[src/hdl/ppr_pkg.sv]
`timescale 1ns / 1ps
// Shared types and constants for the packed pixel to RGB888 unpacker.
// No dependencies; used by every module of the block.
package ppr_pkg;

    // Configuration register indexes
    localparam logic [2:0] REG_RED_OFFSET   = 3'd0;
    localparam logic [2:0] REG_RED_LENGTH   = 3'd1;
    localparam logic [2:0] REG_GREEN_OFFSET = 3'd2;
    localparam logic [2:0] REG_GREEN_LENGTH = 3'd3;
    localparam logic [2:0] REG_BLUE_OFFSET  = 3'd4;
    localparam logic [2:0] REG_BLUE_LENGTH  = 3'd5;
    localparam logic [2:0] REG_PIXEL_SIZE   = 3'd6;

    localparam int NUM_CHAN   = 3;
    localparam int CHAN_RED   = 0;
    localparam int CHAN_GREEN = 1;
    localparam int CHAN_BLUE  = 2;

    // Longest channel field that is still decoded
    localparam logic [4:0] MAX_LENGTH = 5'd16;

    // RGB565 layout used for two-byte pixels when no channel length is programmed
    localparam logic [4:0] RGB565_RED_OFF   = 5'd11;
    localparam logic [4:0] RGB565_RED_LEN   = 5'd5;
    localparam logic [4:0] RGB565_GREEN_OFF = 5'd5;
    localparam logic [4:0] RGB565_GREEN_LEN = 5'd6;
    localparam logic [4:0] RGB565_BLUE_OFF  = 5'd0;
    localparam logic [4:0] RGB565_BLUE_LEN  = 5'd5;

    // XRGB8888 layout for every other pixel size
    localparam logic [4:0] XRGB_RED_OFF   = 5'd16;
    localparam logic [4:0] XRGB_GREEN_OFF = 5'd8;
    localparam logic [4:0] XRGB_BLUE_OFF  = 5'd0;
    localparam logic [4:0] XRGB_LEN       = 5'd8;

    localparam logic [2:0] RGB565_BYTES = 3'd2;

    typedef struct packed {
        logic [5:0] red_offset;
        logic [4:0] red_length;
        logic [5:0] green_offset;
        logic [4:0] green_length;
        logic [5:0] blue_offset;
        logic [4:0] blue_length;
        logic [2:0] pixel_size_bytes;
    } cfg_t;

    // Resolved field of one channel after stage 1
    typedef struct packed {
        logic       zero;
        logic [4:0] offset;
        logic [4:0] length;
    } chan_t;

    // Cut-out field of one channel after stage 2
    typedef struct packed {
        logic        zero;
        logic [4:0]  length;
        logic [15:0] value;
    } cut_t;

endpackage

[src/hdl/packed_pixel_to_rgb888.sv]
`timescale 1ns / 1ps
// Top level of the packed pixel to RGB888 unpacker: configuration registers,
// pipeline valid bits and handshake. Depends on ppr_pkg and the stage modules.
//
// One pixel is taken per clock and one RGB888 result leaves per clock while the
// output is not stalled. A pixel passes through byte masking and field choice,
// field cut-out, then widening into the output register that drives m_tdata. Each
// stage loads when it is empty or the stage after it moves on, so a stalled
// output fills the pipeline and then drops s_tready; nothing is lost or
// repeated. Write the configuration only while no pixel is in flight.
module packed_pixel_to_rgb888
(
    input  logic        clk,
    input  logic        rst_n,
    input  logic        s_tvalid,
    output logic        s_tready,
    input  logic [31:0] s_tdata,   // [31:0] pixel_word
    output logic        m_tvalid,
    input  logic        m_tready,
    output logic [23:0] m_tdata,   // [7:0] red, [15:8] green, [23:16] blue
    input  logic        cfg_we,
    input  logic [2:0]  cfg_index,
    input  logic [5:0]  cfg_data
);

    ppr_pkg::cfg_t  cfg_reg;
    logic           v1_reg;
    logic           v2_reg;
    logic           v3_reg;
    logic           en1;
    logic           en2;
    logic           en3;
    logic [31:0]    word_reg;
    ppr_pkg::chan_t chan_reg [ppr_pkg::NUM_CHAN];
    ppr_pkg::cut_t  cut_reg [ppr_pkg::NUM_CHAN];
    logic [7:0]     level_reg [ppr_pkg::NUM_CHAN];

    always_ff @(posedge clk or negedge rst_n)
    begin
        if (!rst_n)
        begin
            cfg_reg.red_offset       <= 6'd16;
            cfg_reg.red_length       <= 5'd0;
            cfg_reg.green_offset     <= 6'd8;
            cfg_reg.green_length     <= 5'd0;
            cfg_reg.blue_offset      <= 6'd0;
            cfg_reg.blue_length      <= 5'd0;
            cfg_reg.pixel_size_bytes <= 3'd4;
        end
        else if (cfg_we)
        begin
            case (cfg_index)
                ppr_pkg::REG_RED_OFFSET:   cfg_reg.red_offset       <= cfg_data;
                ppr_pkg::REG_RED_LENGTH:   cfg_reg.red_length       <= cfg_data[4:0];
                ppr_pkg::REG_GREEN_OFFSET: cfg_reg.green_offset     <= cfg_data;
                ppr_pkg::REG_GREEN_LENGTH: cfg_reg.green_length     <= cfg_data[4:0];
                ppr_pkg::REG_BLUE_OFFSET:  cfg_reg.blue_offset      <= cfg_data;
                ppr_pkg::REG_BLUE_LENGTH:  cfg_reg.blue_length      <= cfg_data[4:0];
                ppr_pkg::REG_PIXEL_SIZE:   cfg_reg.pixel_size_bytes <= cfg_data[2:0];
                default:                   cfg_reg <= cfg_reg;
            endcase
        end
    end

    // Advance a stage when it is empty or its successor takes its contents
    assign en3      = !v3_reg || m_tready;
    assign en2      = !v2_reg || en3;
    assign en1      = !v1_reg || en2;
    assign s_tready = en1;

    always_ff @(posedge clk or negedge rst_n)
    begin
        if (!rst_n)
        begin
            v1_reg <= 1'b0;
            v2_reg <= 1'b0;
            v3_reg <= 1'b0;
        end
        else
        begin
            if (en1)
            begin
                v1_reg <= s_tvalid;
            end
            if (en2)
            begin
                v2_reg <= v1_reg;
            end
            if (en3)
            begin
                v3_reg <= v2_reg;
            end
        end
    end

    ppr_chan_sel u_chan_sel
    (
        .clk        (clk),
        .en         (en1),
        .pixel_word (s_tdata),
        .cfg        (cfg_reg),
        .word_reg   (word_reg),
        .chan_reg   (chan_reg)
    );

    for (genvar c = 0; c < ppr_pkg::NUM_CHAN; c++)
    begin : g_chan
        ppr_field_cut u_field_cut
        (
            .clk     (clk),
            .en      (en2),
            .word    (word_reg),
            .chan    (chan_reg[c]),
            .cut_reg (cut_reg[c])
        );

        ppr_widen u_widen
        (
            .clk       (clk),
            .en        (en3),
            .cut       (cut_reg[c]),
            .level_reg (level_reg[c])
        );
    end

    assign m_tvalid = v3_reg;
    assign m_tdata  = {level_reg[ppr_pkg::CHAN_BLUE],
                       level_reg[ppr_pkg::CHAN_GREEN],
                       level_reg[ppr_pkg::CHAN_RED]};

`ifndef SYNTHESIS
    a_empty_out_ready: assert property (@(posedge clk) disable iff (!rst_n)
        !v3_reg |-> s_tready)
        else $error("input not ready while output stage empty");

    a_full_stall_blocks: assert property (@(posedge clk) disable iff (!rst_n)
        (v1_reg && v2_reg && v3_reg && !m_tready) |-> !s_tready)
        else $error("input accepted into a full stalled pipeline");

    a_in_lands: assert property (@(posedge clk) disable iff (!rst_n)
        (s_tvalid && s_tready) |=> v1_reg)
        else $error("accepted transfer missing from stage 1");

    a_mid_advance: assert property (@(posedge clk) disable iff (!rst_n)
        (v2_reg && en3) |=> v3_reg)
        else $error("stage 2 item lost on advance");
`endif

endmodule

[src/hdl/ppr_chan_sel.sv]
`timescale 1ns / 1ps
// Stage 1: byte masking of the pixel and choice of each channel's field.
// Depends on ppr_pkg.
module ppr_chan_sel
(
    input  logic                clk,
    input  logic                en,
    input  logic [31:0]         pixel_word,
    input  ppr_pkg::cfg_t       cfg,
    output logic [31:0]         word_reg,
    output ppr_pkg::chan_t      chan_reg [ppr_pkg::NUM_CHAN]
);

    logic [31:0]    word_next;
    ppr_pkg::chan_t chan_next [ppr_pkg::NUM_CHAN];
    logic           any_len;

    function automatic ppr_pkg::chan_t make_chan(input logic [5:0] off, input logic [4:0] len);
        ppr_pkg::chan_t c;
        c.zero   = (len == 5'd0) || (len > ppr_pkg::MAX_LENGTH) || off[5];
        c.offset = off[4:0];
        c.length = len;
        return c;
    endfunction

    always_comb
    begin
        for (int i = 0; i < 4; i++)
        begin
            word_next[8*i +: 8] = (cfg.pixel_size_bytes > 3'(i)) ? pixel_word[8*i +: 8] : 8'd0;
        end
    end

    assign any_len = |{cfg.red_length, cfg.green_length, cfg.blue_length};

    always_comb
    begin
        if (any_len)
        begin
            chan_next[ppr_pkg::CHAN_RED]   = make_chan(cfg.red_offset, cfg.red_length);
            chan_next[ppr_pkg::CHAN_GREEN] = make_chan(cfg.green_offset, cfg.green_length);
            chan_next[ppr_pkg::CHAN_BLUE]  = make_chan(cfg.blue_offset, cfg.blue_length);
        end
        else if (cfg.pixel_size_bytes == ppr_pkg::RGB565_BYTES)
        begin
            chan_next[ppr_pkg::CHAN_RED]   = make_chan({1'b0, ppr_pkg::RGB565_RED_OFF},
                                                       ppr_pkg::RGB565_RED_LEN);
            chan_next[ppr_pkg::CHAN_GREEN] = make_chan({1'b0, ppr_pkg::RGB565_GREEN_OFF},
                                                       ppr_pkg::RGB565_GREEN_LEN);
            chan_next[ppr_pkg::CHAN_BLUE]  = make_chan({1'b0, ppr_pkg::RGB565_BLUE_OFF},
                                                       ppr_pkg::RGB565_BLUE_LEN);
        end
        else
        begin
            chan_next[ppr_pkg::CHAN_RED]   = make_chan({1'b0, ppr_pkg::XRGB_RED_OFF},
                                                       ppr_pkg::XRGB_LEN);
            chan_next[ppr_pkg::CHAN_GREEN] = make_chan({1'b0, ppr_pkg::XRGB_GREEN_OFF},
                                                       ppr_pkg::XRGB_LEN);
            chan_next[ppr_pkg::CHAN_BLUE]  = make_chan({1'b0, ppr_pkg::XRGB_BLUE_OFF},
                                                       ppr_pkg::XRGB_LEN);
        end
    end

    always_ff @(posedge clk)
    begin
        if (en)
        begin
            word_reg <= word_next;
            for (int c = 0; c < ppr_pkg::NUM_CHAN; c++)
            begin
                chan_reg[c] <= chan_next[c];
            end
        end
    end

endmodule

[src/hdl/ppr_field_cut.sv]
`timescale 1ns / 1ps
// Stage 2: shift one channel's field down and mask it to its length.
// Depends on ppr_pkg.
module ppr_field_cut
(
    input  logic           clk,
    input  logic           en,
    input  logic [31:0]    word,
    input  ppr_pkg::chan_t chan,
    output ppr_pkg::cut_t  cut_reg
);

    ppr_pkg::cut_t cut_next;
    logic [31:0]   shifted;
    logic [16:0]   mask;

    assign shifted = word >> chan.offset;
    assign mask    = (17'd1 << chan.length) - 17'd1;

    always_comb
    begin
        cut_next.zero   = chan.zero;
        cut_next.length = chan.length;
        cut_next.value  = chan.zero ? 16'd0 : (shifted[15:0] & mask[15:0]);
    end

    always_ff @(posedge clk)
    begin
        if (en)
        begin
            cut_reg <= cut_next;
        end
    end

endmodule

[src/hdl/ppr_widen.sv]
`timescale 1ns / 1ps
// Stage 3: bring one channel's field to eight bits and hold it for output.
// Depends on ppr_pkg.
module ppr_widen
(
    input  logic          clk,
    input  logic          en,
    input  ppr_pkg::cut_t cut,
    output logic [7:0]    level_reg
);

    logic [7:0] level_next;
    logic [3:0] drop;

    // Repeat the high bits of a short field into the low ones
    function automatic logic [7:0] replicate(input logic [6:0] v, input logic [2:0] len);
        logic [7:0] r;
        case (len)
            3'd1:    r = {8{v[0]}};
            3'd2:    r = {4{v[1:0]}};
            3'd3:    r = {v[2:0], v[2:0], v[2:1]};
            3'd4:    r = {2{v[3:0]}};
            3'd5:    r = {v[4:0], v[4:2]};
            3'd6:    r = {v[5:0], v[5:4]};
            3'd7:    r = {v[6:0], v[6]};
            default: r = 8'd0;
        endcase
        return r;
    endfunction

    assign drop = 4'(cut.length - 5'd8);

    always_comb
    begin
        if (cut.zero)
        begin
            level_next = 8'd0;
        end
        else if (cut.length >= 5'd8)
        begin
            level_next = 8'(cut.value >> drop);
        end
        else
        begin
            level_next = replicate(cut.value[6:0], cut.length[2:0]);
        end
    end

    always_ff @(posedge clk)
    begin
        if (en)
        begin
            level_reg <= level_next;
        end
    end

endmodule
[config.mk]
export PLATFORM = sky130hd
export DESIGN_NAME = packed_pixel_to_rgb888
export DESIGN_NICKNAME = d
export VERILOG_FILES = /design/src/hdl/ppr_pkg.sv /design/src/hdl/packed_pixel_to_rgb888.sv /design/src/hdl/ppr_chan_sel.sv /design/src/hdl/ppr_field_cut.sv /design/src/hdl/ppr_widen.sv
export SDC_FILE = /design/constraint.sdc
export NUM_CORES = 1
export LEC_CHECK = 0
export BUFFER_PORTS_ARGS = -buffer_cell sky130_fd_sc_hd__buf_2
export CAP_MARGIN = 20
export CORE_ASPECT_RATIO = 0.6
export CORE_MARGIN = 2
export CORE_UTILIZATION = 45
export DETAILED_ROUTE_END_ITERATION = 10
export GPL_TIMING_DRIVEN = 0
export PLACE_DENSITY = 0.7
export SKIP_LAST_GASP = 1
export SLEW_MARGIN = 20
export SYNTH_ARGS = -nofsm -noshare
export SYNTH_HDL_FRONTEND = slang
export SYNTH_SLANG_ARGS = --single-unit
[constraint.sdc]
create_clock -name clk -period 7.19 [get_ports clk]
set_clock_uncertainty 0.05 [all_clocks]
set_input_delay 0.3595 -clock clk [delete_from_list [all_inputs] [get_ports clk]]
set_output_delay 0.3595 -clock clk [all_outputs]
set_load 0.01 [all_outputs]
==> reports/qor.txt, run 1 <==
number of max-cap violations: 0
Synth Warn #: 0
die area: 37,800 um2
fin. max-slew vios: 0
Yosys top cell area share: 0.286
initial antenna violation count: 0
CP Max Fanout: 10
core area: 35,300 um2
Overflow after GRT: 0
final cycle utilization of the critical path: 0.493
largest net degree at the start of global routing: 40
Max stage delay on crit path: 0.72 ns
Comb power frac: 0.514
worst hold slack: 0.0274 ns
Lkg Pwr: 6.63 nW
Die Y-Extent: 151 um
DR vias: 14,700
Worst path most repeated cell: clkbuf_1
worst endpoint required time: 7.42 ns
sequential power share: 0.319
Root Driver: clkbuf_16
RSZ-0062 raised after global routing: no
# IOs: 72
crit path capture type: flip-flop
Clk pin slew, worst setup/hold paths: 0.08 ns
H-tree levels: 4
HP Class: primary input to flip-flop
CTS resizes: 0
Crit Path Class: flip-flop to flip-flop
Placed Instances: 2,141
gr usage total: 0.290
clock period minus worst slack: 3.54 ns
Top delay family on crit path: simple AND/OR/NAND/NOR gates
leading register cell type out of synthesis: edfxtp_1
# DRC: 0
ANT nets after route: 0
Final Worst Setup Slack: 3.65 ns
Sw Share: 0.440
first-pass GRT wire length: 83,200 um
CTS buffer count: 17
setup violators final: 0
Final Hold Fails: 0
fin nets: 1,743
synth top area cells: edfxtp_1 (29%), mux4_2 (14%), mux2_2 (6.9%)
Core Rows: 53
slowest cell on the critical path: nor3_1
DR vias/cell: 6.78
setup_tns: 0 ns
Async S/R FF share, synth: 0.201
max reg flops: 66
maximum vdd ir drop: 191 uV
register area share after synthesis: 0.346
Worst Setup Start Kind: flip-flop
clock sink total: 194
number of global-route vias before repair: 13,600
Avg Cell Area, Syn: 10.2 um2
minimum setup slack after placement: 3.91 ns
Netlist Area Pre-Place: 16,300 um2
Post-synth EDFFs: 155
CTS tree: yes
Initial Util: 0.461
worst path bufs/invs: 2
FF+latch count, synth: 194
Rel. slew slack: 0.356
Distinct cells, synth: 82
DRT Wirelength: 54,600 um
overall power: 5.93 mW
routed length per instance: 25.1 um
Die W: 250 um
Syn Inst Count: 1,593
dpl cell area: 17,400 um2
final instance area: 18,000 um2
CP cell instances: clkbuf_1 > nor3_1 > nand2_1 > ha_1 > clkbuf_1 > nor4_1 > mux2i_1 > o2bb2ai_1 > o2111ai_1 > o21ai_0
Pint: 3.32 mW
setup bufs post-CTS: 0
TritonRoute pass-1 iters: 9
Cell Pwr Density: 330 nW/um2
crit path DAT: 3.77 ns
fin cells: 2,174
share of post-route cells with drive strength above 1: 0.241
Psw: 2.61 mW
CTS Buffer Depth: 2
diodes inserted: 0
Synth Net Count: 1,642
Detailed Place HPWL: 41,500 um
FMAX: 282 MHz
largest area contributor in the netlist: edfxtp_1
Util after Layout: 0.509
Clock Latency Late Sink: 0.46 ns
clock power share: 0.168
Worst Tran Pin Value: 0.959 ns
hold_buf cts: 1
area grow syn2layout: 10.5%
Port Buffers: 71
Starting DRT DRC Count: 2,267
status: complete, no violations
placer congestion estimate: 1.02
fill cell count: 3,200
[per-layer routing]
layer  track usage  vias to the layer above  part of all wire
met5        0.0208                        -            0.0019
met4        0.0623                        2             0.018
met3         0.133                      115              0.16
met2         0.386                     1073              0.39
met1         0.421                     7181              0.43
li1              -                     6367                 -
[synth_stat cells (5+ instances only)]
| library cell | count |
|---|---|
| o221ai_1 | 6 |
| nor2b_1 | 52 |
| o21a_1 | 11 |
| nor4_1 | 11 |
| a311oi_1 | 6 |
| a221oi_1 | 13 |
| a211oi_1 | 18 |
| o2bb2ai_1 | 5 |
| buf_6 | 8 |
| and2_1 | 23 |
| a32oi_1 | 6 |
| a22oi_1 | 22 |
| or2_2 | 7 |
| a2bb2oi_1 | 9 |
| buf_1 | 7 |
| mux2_2 | 100 |
| o41ai_1 | 5 |
| nand2_1 | 161 |
| nand3b_1 | 14 |
| a31oi_1 | 25 |
| inv_1 | 22 |
| buf_2 | 46 |
| o2111ai_1 | 5 |
| nand2b_1 | 25 |
| mux4_2 | 101 |
| mux4_1 | 6 |
| nand4_1 | 6 |
| nor2_1 | 94 |
| clkbuf_1 | 88 |
| nand3_1 | 39 |
| buf_4 | 18 |
| o22ai_1 | 17 |
| o31ai_1 | 8 |
| mux2i_1 | 99 |
| o211ai_1 | 12 |
| edfxtp_1 | 155 |
| nand4b_1 | 5 |
| or3_1 | 10 |
| o21ai_0 | 73 |
| nor3b_1 | 11 |
| dfrtp_1 | 36 |
| a21o_1 | 5 |
| nor3_1 | 42 |
| a21oi_1 | 82 |
[power groups by stage]
stage               Combinational [mW]  Clock (mW)  Sequential, mW
floorplan                         2.15           0            1.75
global placement                  2.90           0            1.88
detailed placement                2.92           0            1.89
CTS                               2.93        1.02            1.87
global route                      3.24        1.06            1.91
finish                            3.05       0.995            1.89
[area by class of cell]
class                   count  area (um2)  share of cell area
well taps                 467         584              0.0325
clock inverters            14         190              0.0106
plain buffers             169         847              0.0470
clock buffers              18         439              0.0244
inverters                  29         109             0.00605
repair buffers             82         490              0.0272
flip-flops and latches    194        5630               0.313
multi-input cells        1201        9710               0.539
[worst paths after layout]
path                                          from                                 to  slack, ns  cells after the start
max                        u_chan_sel.chan_reg[26]   g_chan[0].u_field_cut.cut_reg[4]       3.65                     10
min                                       s_tvalid                             v1_reg       0.03                      2
max reg2reg                u_chan_sel.chan_reg[26]   g_chan[0].u_field_cut.cut_reg[4]       3.65                     10
min reg2reg                u_chan_sel.chan_reg[22]  g_chan[0].u_field_cut.cut_reg[16]       0.41                      0
max in group asynchronous                    rst_n                        cfg_reg[12]       6.03                      2
min in group asynchronous                    rst_n                        cfg_reg[27]       0.50                      2
[cell usage in the layout (no fill, tap or decap), types with 36 or more instances in the layout]
| master | synthesis | layout |
|---|---|---|
| nand2_1 | 161 | 161 |
| mux2_2 | 100 | 100 |
| nor3_1 | 42 | 42 |
| nor2b_1 | 52 | 52 |
| mux2i_1 | 99 | 99 |
| a21oi_1 | 82 | 82 |
| edfxtp_1 | 155 | 155 |
| nand3_1 | 39 | 39 |
| buf_2 | 46 | 117 |
| o21ai_0 | 73 | 73 |
| mux4_2 | 101 | 101 |
| clkbuf_1 | 88 | 88 |
| nor2_1 | 94 | 94 |
| dfrtp_1 | 36 | 36 |
[cell families after synthesis]
group,share of synthesized area
DFF,0.346
AOI/OAI and AO/OA,0.156
muxes,0.279
adders and majority gates,0.00230
buffers and inverters,0.0587
xor gates and xnor gates,0.00322
and+or+nand+nor,0.155
Note: power is estimated with default switching activity, not from simulation.
==> inputs of run 2 (changes only) <==
- clock period: 7.19 -> 3.3 ns (I/O delays scaled with it)
==> reports/qor.txt, run 2 (synthesis gave the netlist of run 1 again) <==
CTS tree: yes
Worst path most repeated cell: clkbuf_1
Initial Util: 0.461 (unchanged)
worst path bufs/invs: 2 (unchanged)
largest net degree at the start of global routing: 40 (unchanged)
Comb power frac: 0.518 (+0.004)
maximum vdd ir drop: 418 uV (+120%)
core area: 35,300 um2 (unchanged)
TritonRoute pass-1 iters: 7 (-2)
Clk pin slew, worst setup/hold paths: 0.08 ns (about the same)
Cell Pwr Density: 703 nW/um2 (+110%)
Detailed Place HPWL: 41,800 um (+0.74%)
crit path capture type: flip-flop
most frequent cells in the layout: nand2_1 (161), edfxtp_1 (155), buf_2 (117)
slowest cell on the critical path: edfxtp_1
Worst Setup Start Kind: flip-flop
final cycle utilization of the critical path: 0.969 (+0.476)
Psw: 5.69 mW (+120%)
routed length per instance: 24.7 um (-1.6%)
FMAX: 313 MHz (+11%)
RSZ-0062 raised after global routing: yes
Port Buffers: 71 (unchanged)
Core Rows: 53 (unchanged)
ANT nets after route: 0 (unchanged)
overall power: 12.9 mW (+120%)
worst hold slack: 0.0133 ns (-0.0141 ns)
clock period minus worst slack: 3.20 ns (-0.345 ns)
Die W: 250 um (unchanged)
Root Driver: clkbuf_16
DRT Wirelength: 54,700 um (+0.12%)
fill cell count: 3,197 (-0.094%)
Max stage delay on crit path: 0.44 ns (-0.28 ns)
HP Class: primary input to flip-flop
CTS Buffer Depth: 2 (unchanged)
status: complete, no violations
sequential power share: 0.319 (about the same)
H-tree levels: 4 (unchanged)
CP cell instances: clkbuf_1 > nor3_4 > nand2_1 > ha_1 > clkbuf_1 > nor4_1 > mux2i_1 > o2bb2ai_1 > o2111ai_1 > o21ai_0
Overflow after GRT: 0 (unchanged)
CP Max Fanout: 10 (unchanged)
max reg flops: 66 (unchanged)
Pint: 7.22 mW (+120%)
fin nets: 1,780 (+2.1%)
CP startpoint: u_chan_sel.chan_reg[26]
placer congestion estimate: 1.05 (+2.6%)
R2R Path Start: u_chan_sel.chan_reg[26]
# IOs: 72 (unchanged)
worst endpoint required time: 3.54 ns (-3.88 ns)
Final Hold Fails: 0 (unchanged)
Starting DRT DRC Count: 2,625 (+16%)
fin. max-slew vios: 0 (unchanged)
DR vias: 15,000 (+2.0%)
DR vias/cell: 6.80 (+0.27%)
Util after Layout: 0.520 (+0.0102)
clock power share: 0.163 (-0.005)
Clock Latency Late Sink: 0.46 ns (about the same)
Sw Share: 0.441 (+0.00113)
Worst Tran Pin Value: 0.946 ns (-0.0126 ns)
# DRC: 0 (unchanged)
area grow syn2layout: 12.7%
setup violators final: 0 (unchanged)
diodes inserted: 0 (unchanged)
Rel. slew slack: 0.364 (+0.00849)
commonest non-fill, non-tap cell in the layout: nand2_1
Crit Path Class: flip-flop to flip-flop
first-pass GRT wire length: 84,500 um (+1.5%)
Top delay family on crit path: simple AND/OR/NAND/NOR gates
clock sink total: 194 (unchanged)
Hold Crit Start: s_tdata[18]
initial antenna violation count: 1 (+1)
Placed Instances: 2,141 (unchanged)
number of max-cap violations: 0 (unchanged)
Lkg Pwr: 6.79 nW (+2.4%)
number of global-route vias before repair: 14,100 (+3.3%)
gr usage total: 0.293 (+0.00319)
CTS buffer count: 17 (unchanged)
fin cells: 2,211 (+1.7%)
Die Y-Extent: 151 um (unchanged)
die area: 37,800 um2 (unchanged)
share of post-route cells with drive strength above 1: 0.240 (-0.00109)
crit path DAT: 3.43 ns (-0.34 ns)
==> run 2: area by class of cell <==
cell class	count	area [um2]	area share
multi-input cells	1201	9750	0.531
inverters	29	109	0.00593
clock buffers	18	450	0.0245
plain buffers	169	847	0.0461
repair buffers	119	861	0.0469
clock inverters	14	134	0.00729
flip-flops and latches	194	5630	0.307
well taps	467	584	0.0318
==> run 2: power by group through the flow <==
stage	combinational [mW]	clock, mW	sequential, mW
after floorplan	4.68	0	3.81
after global placement	6.25	0	4.09
after detailed placement	6.34	0	4.11
after CTS	6.40	2.13	4.06
after global routing	7.12	2.22	4.17
final	6.69	2.11	4.12
==> run 2: what timing repair did <==
action / 4_1_cts / 5_1_grt
resized for setup: 1 / 5
hold endpoints to repair: 81 / 0
setup buffers: 0 / 3
setup endpoints to repair: 2 / 5
hold buffers: 35 / 0
==> run 2: layer usage <==
layer | up-vias | track usage | routed length, um
met3 | 131 | 0.133 | 8780
met2 | 1149 | 0.385 | 20900
met1 | 7321 | 0.429 | 23600
li1 | 6427 | - | -
met4 | 2 | 0.0732 | 1310
met5 | - | 0 | 57
==> run 2: worst reg2reg max path, stage by stage (launching register included) <==
cell and delay [ns]:
edfxtp_1 0.44, clkbuf_1 0.28, nor3_4 0.37, nand2_1 0.18
ha_1 0.27, clkbuf_1 0.24, nor4_1 0.36, mux2i_1 0.14
o2bb2ai_1 0.38, o2111ai_1 0.17, o21ai_0 0.13
==> run 2: path summary, 6_finish.rpt <==
path,endpoint,slack (ns),cells after the start
min in group asynchronous,cfg_reg[25],0.30,2
max,g_chan[0].u_field_cut.cut_reg[4],0.10,10
max reg2reg,g_chan[0].u_field_cut.cut_reg[4],0.10,10
min,u_chan_sel.word_reg[18],0.01,2
min reg2reg,g_chan[1].u_field_cut.cut_reg[16],0.40,0
max in group asynchronous,cfg_reg[10],2.35,2
==> run 2: stage by stage <==
| stage | setup TNS (ns) | setup slack [ns] | instance area [um2] |
|---|---|---|---|
| after floorplan | -8.65 | -0.133 | 16300 |
| after global placement | -106.22 | -1.15 | 17200 |
| after detailed placement | -0.148 | -0.105 | 17400 |
| after CTS | 0 | 0.119 | 18300 |
| after global routing | -0.0511 | -0.0511 | 18400 |
| final | 0 | 0.104 | 18400 |
==> inputs of run 3 (changes only) <==
- BUFFER_PORTS_ARGS: -buffer_cell sky130_fd_sc_hd__buf_2 -> not set
- DONT_BUFFER_PORTS: not set -> 1
- PLACE_DENSITY: 0.7 -> 0.69
==> reports/qor.txt, run 3 (synthesis gave the netlist of run 1 again) <==
Root Driver: clkbuf_16
share of post-route cells with drive strength above 1: 0.206 (-0.0340)
Clock Latency Late Sink: 0.47 ns (about the same)
Rel. slew slack: 0.392 (+0.0277)
Clk pin slew, worst setup/hold paths: 0.08 ns (about the same)
clock sink total: 194 (unchanged)
Lkg Pwr: 6.54 nW (-3.7%)
DR vias: 14,800 (-1.4%)
largest net degree at the start of global routing: 40 (unchanged)
# DRC: 4 (+4)
routed length per instance: 26.0 um (+5.0%)
dpl cell area: 17,000 um2 (-2.1%)
most frequent cells in the layout: nand2_1 (161), edfxtp_1 (155), mux4_2 (101)
initial antenna violation count: 0 (-1)
# IOs: 72 (unchanged)
core area: 35,300 um2 (unchanged)
first-pass GRT wire length: 84,000 um (-0.54%)
H-tree levels: 4 (unchanged)
Port Buffers: 0 (-100%)
Detailed Place HPWL: 41,700 um (-0.30%)
TritonRoute pass-1 iters: 11 (+4)
Die W: 250 um (unchanged)
fin nets: 1,718 (-3.5%)
crit path capture type: flip-flop
CTS buffer count: 17 (unchanged)
slowest cell on the critical path: edfxtp_1
maximum vdd ir drop: 474 uV (+14%)
final cycle utilization of the critical path: 0.960 (-0.00894)
Cell Pwr Density: 714 nW/um2 (+1.5%)
worst endpoint required time: 3.47 ns (-0.07 ns)
Placed Instances: 2,070 (-3.3%)
Worst Setup Start Kind: flip-flop
die area: 37,800 um2 (unchanged)
area grow syn2layout: 11.3%
Max stage delay on crit path: 0.55 ns (+0.11 ns)
clock period minus worst slack: 3.17 ns (-0.0295 ns)
Core Rows: 53 (unchanged)
CP cell instances: or3_4 > or3_1 > ha_1 > clkbuf_1 > and2_1 > o2111ai_1 > a21oi_1 > nor3b_1 > a32o_1
RSZ-0062 raised after global routing: no
Starting DRT DRC Count: 2,365 (-9.9%)
Overflow after GRT: 0 (unchanged)
Die Y-Extent: 151 um (unchanged)
Worst Tran Pin Value: 0.905 ns (-0.0412 ns)
FMAX: 316 MHz (+0.93%)
crit path DAT: 3.33 ns (-0.10 ns)
number of global-route vias before repair: 13,600 (-3.1%)
Crit Path Class: flip-flop to flip-flop
number of max-cap violations: 0 (unchanged)
gr usage total: 0.294 (+0.00117)
Final Hold Fails: 0 (unchanged)
commonest non-fill, non-tap cell in the layout: nand2_1
DR vias/cell: 6.90 (+1.4%)
status: finished with violations
CTS tree: yes
fill cell count: 3,137 (-1.9%)
Util after Layout: 0.513 (-0.00658)
fin cells: 2,150 (-2.8%)
max reg flops: 66 (unchanged)
placer congestion estimate: 1.03 (-2.0%)
HP Class: primary input to flip-flop
DRT Wirelength: 55,800 um (+2.1%)
Initial Util: 0.461 (unchanged)
failing checks: DRC
final instance area: 18,100 um2 (-1.3%)
fin. max-slew vios: 0 (unchanged)
ANT nets after route: 0 (unchanged)
CTS Buffer Depth: 2 (unchanged)
setup violators final: 0 (unchanged)
CP Max Fanout: 10 (unchanged)
-- run 3: through the flow --
step | setup WS, ns | setup TNS [ns] | hold slack (ns) | power, mW
4_1_cts | 0.125 | 0 | 0.00541 | 12.6
3_5_place_dp | -0.140 | -0.140 | -0.179 | 10.4
3_3_place_gp | -1.37 | -116.66 | -0.179 | 10.3
6_report | 0.133 | 0 | 0.00256 | 12.9
2_1_floorplan | -0.133 | -8.65 | -0.181 | 8.49
5_1_grt | 0.00958 | 0 | 0.00932 | 13.5
-- run 3: path summary, 6_finish.rpt --
kind	startpoint	slack, ns	endpoint	depth (start not counted)
worst max-delay path	u_chan_sel.chan_reg[14]	0.13	g_chan[1].u_field_cut.cut_reg[14]	9
worst min-delay path	cfg_index[1]	0.003	cfg_reg[29]	2
worst max register to register	u_chan_sel.chan_reg[14]	0.13	g_chan[1].u_field_cut.cut_reg[14]	9
worst min register to register	u_chan_sel.chan_reg[11]	0.40	g_chan[1].u_field_cut.cut_reg[16]	0
max in group asynchronous	rst_n	2.84	cfg_reg[34]	2
min in group asynchronous	rst_n	0.09	cfg_reg[32]	2
-- run 3: cell type report --
class | instances | area (um2) | area share
Buffer | 169 | 847 | 0.0467
Antenna cell | 1 | 2.50 | 0.000138
Sequential cell | 194 | 5630 | 0.311
Multi-Input combinational cell | 1201 | 9740 | 0.537
Timing Repair Buffer | 57 | 607 | 0.0335
Tap cell | 467 | 584 | 0.0322
Inverter | 29 | 109 | 0.00600
Clock inverter | 14 | 176 | 0.00973
Clock buffer | 18 | 429 | 0.0237
-- run 3: metal layers --
metal  vias up  routed length, um  global-route usage
li1       6330                  -                   -
met1      7256              24200               0.436
met2      1144              22000               0.391
met3        94               8800               0.127
met4         2                784              0.0557
met5         -                 82              0.0169
-- run 3: worst max-delay path, delay by kind of cell (launching register included) --
kind | cells | cell delay [ns]
and+or+nand+nor | 4 | 1.24
DFF | 1 | 0.55
adders and majority gates | 1 | 0.27
AOI/OAI and AO/OA | 3 | 0.57
buffers and inverters | 1 | 0.24
-- run 3: power breakdown --
group / leakage, nW / switching [mW] / internal [mW]
combinational: 4.12 / 3.89 / 2.74
sequential: 2.12 / 0.780 / 3.38
clock: 0.296 / 1.06 / 1.09
-- run 3: what timing repair did --
| item | in CTS | in global routing |
|---|---|---|
| endpoints found under the hold margin | 110 | 0 |
| buffers inserted | 0 | 1 |
| endpoints found under the setup margin | 1 | 6 |
| hold buffers | 46 | 0 |
| gates resized for setup | 1 | 4 |
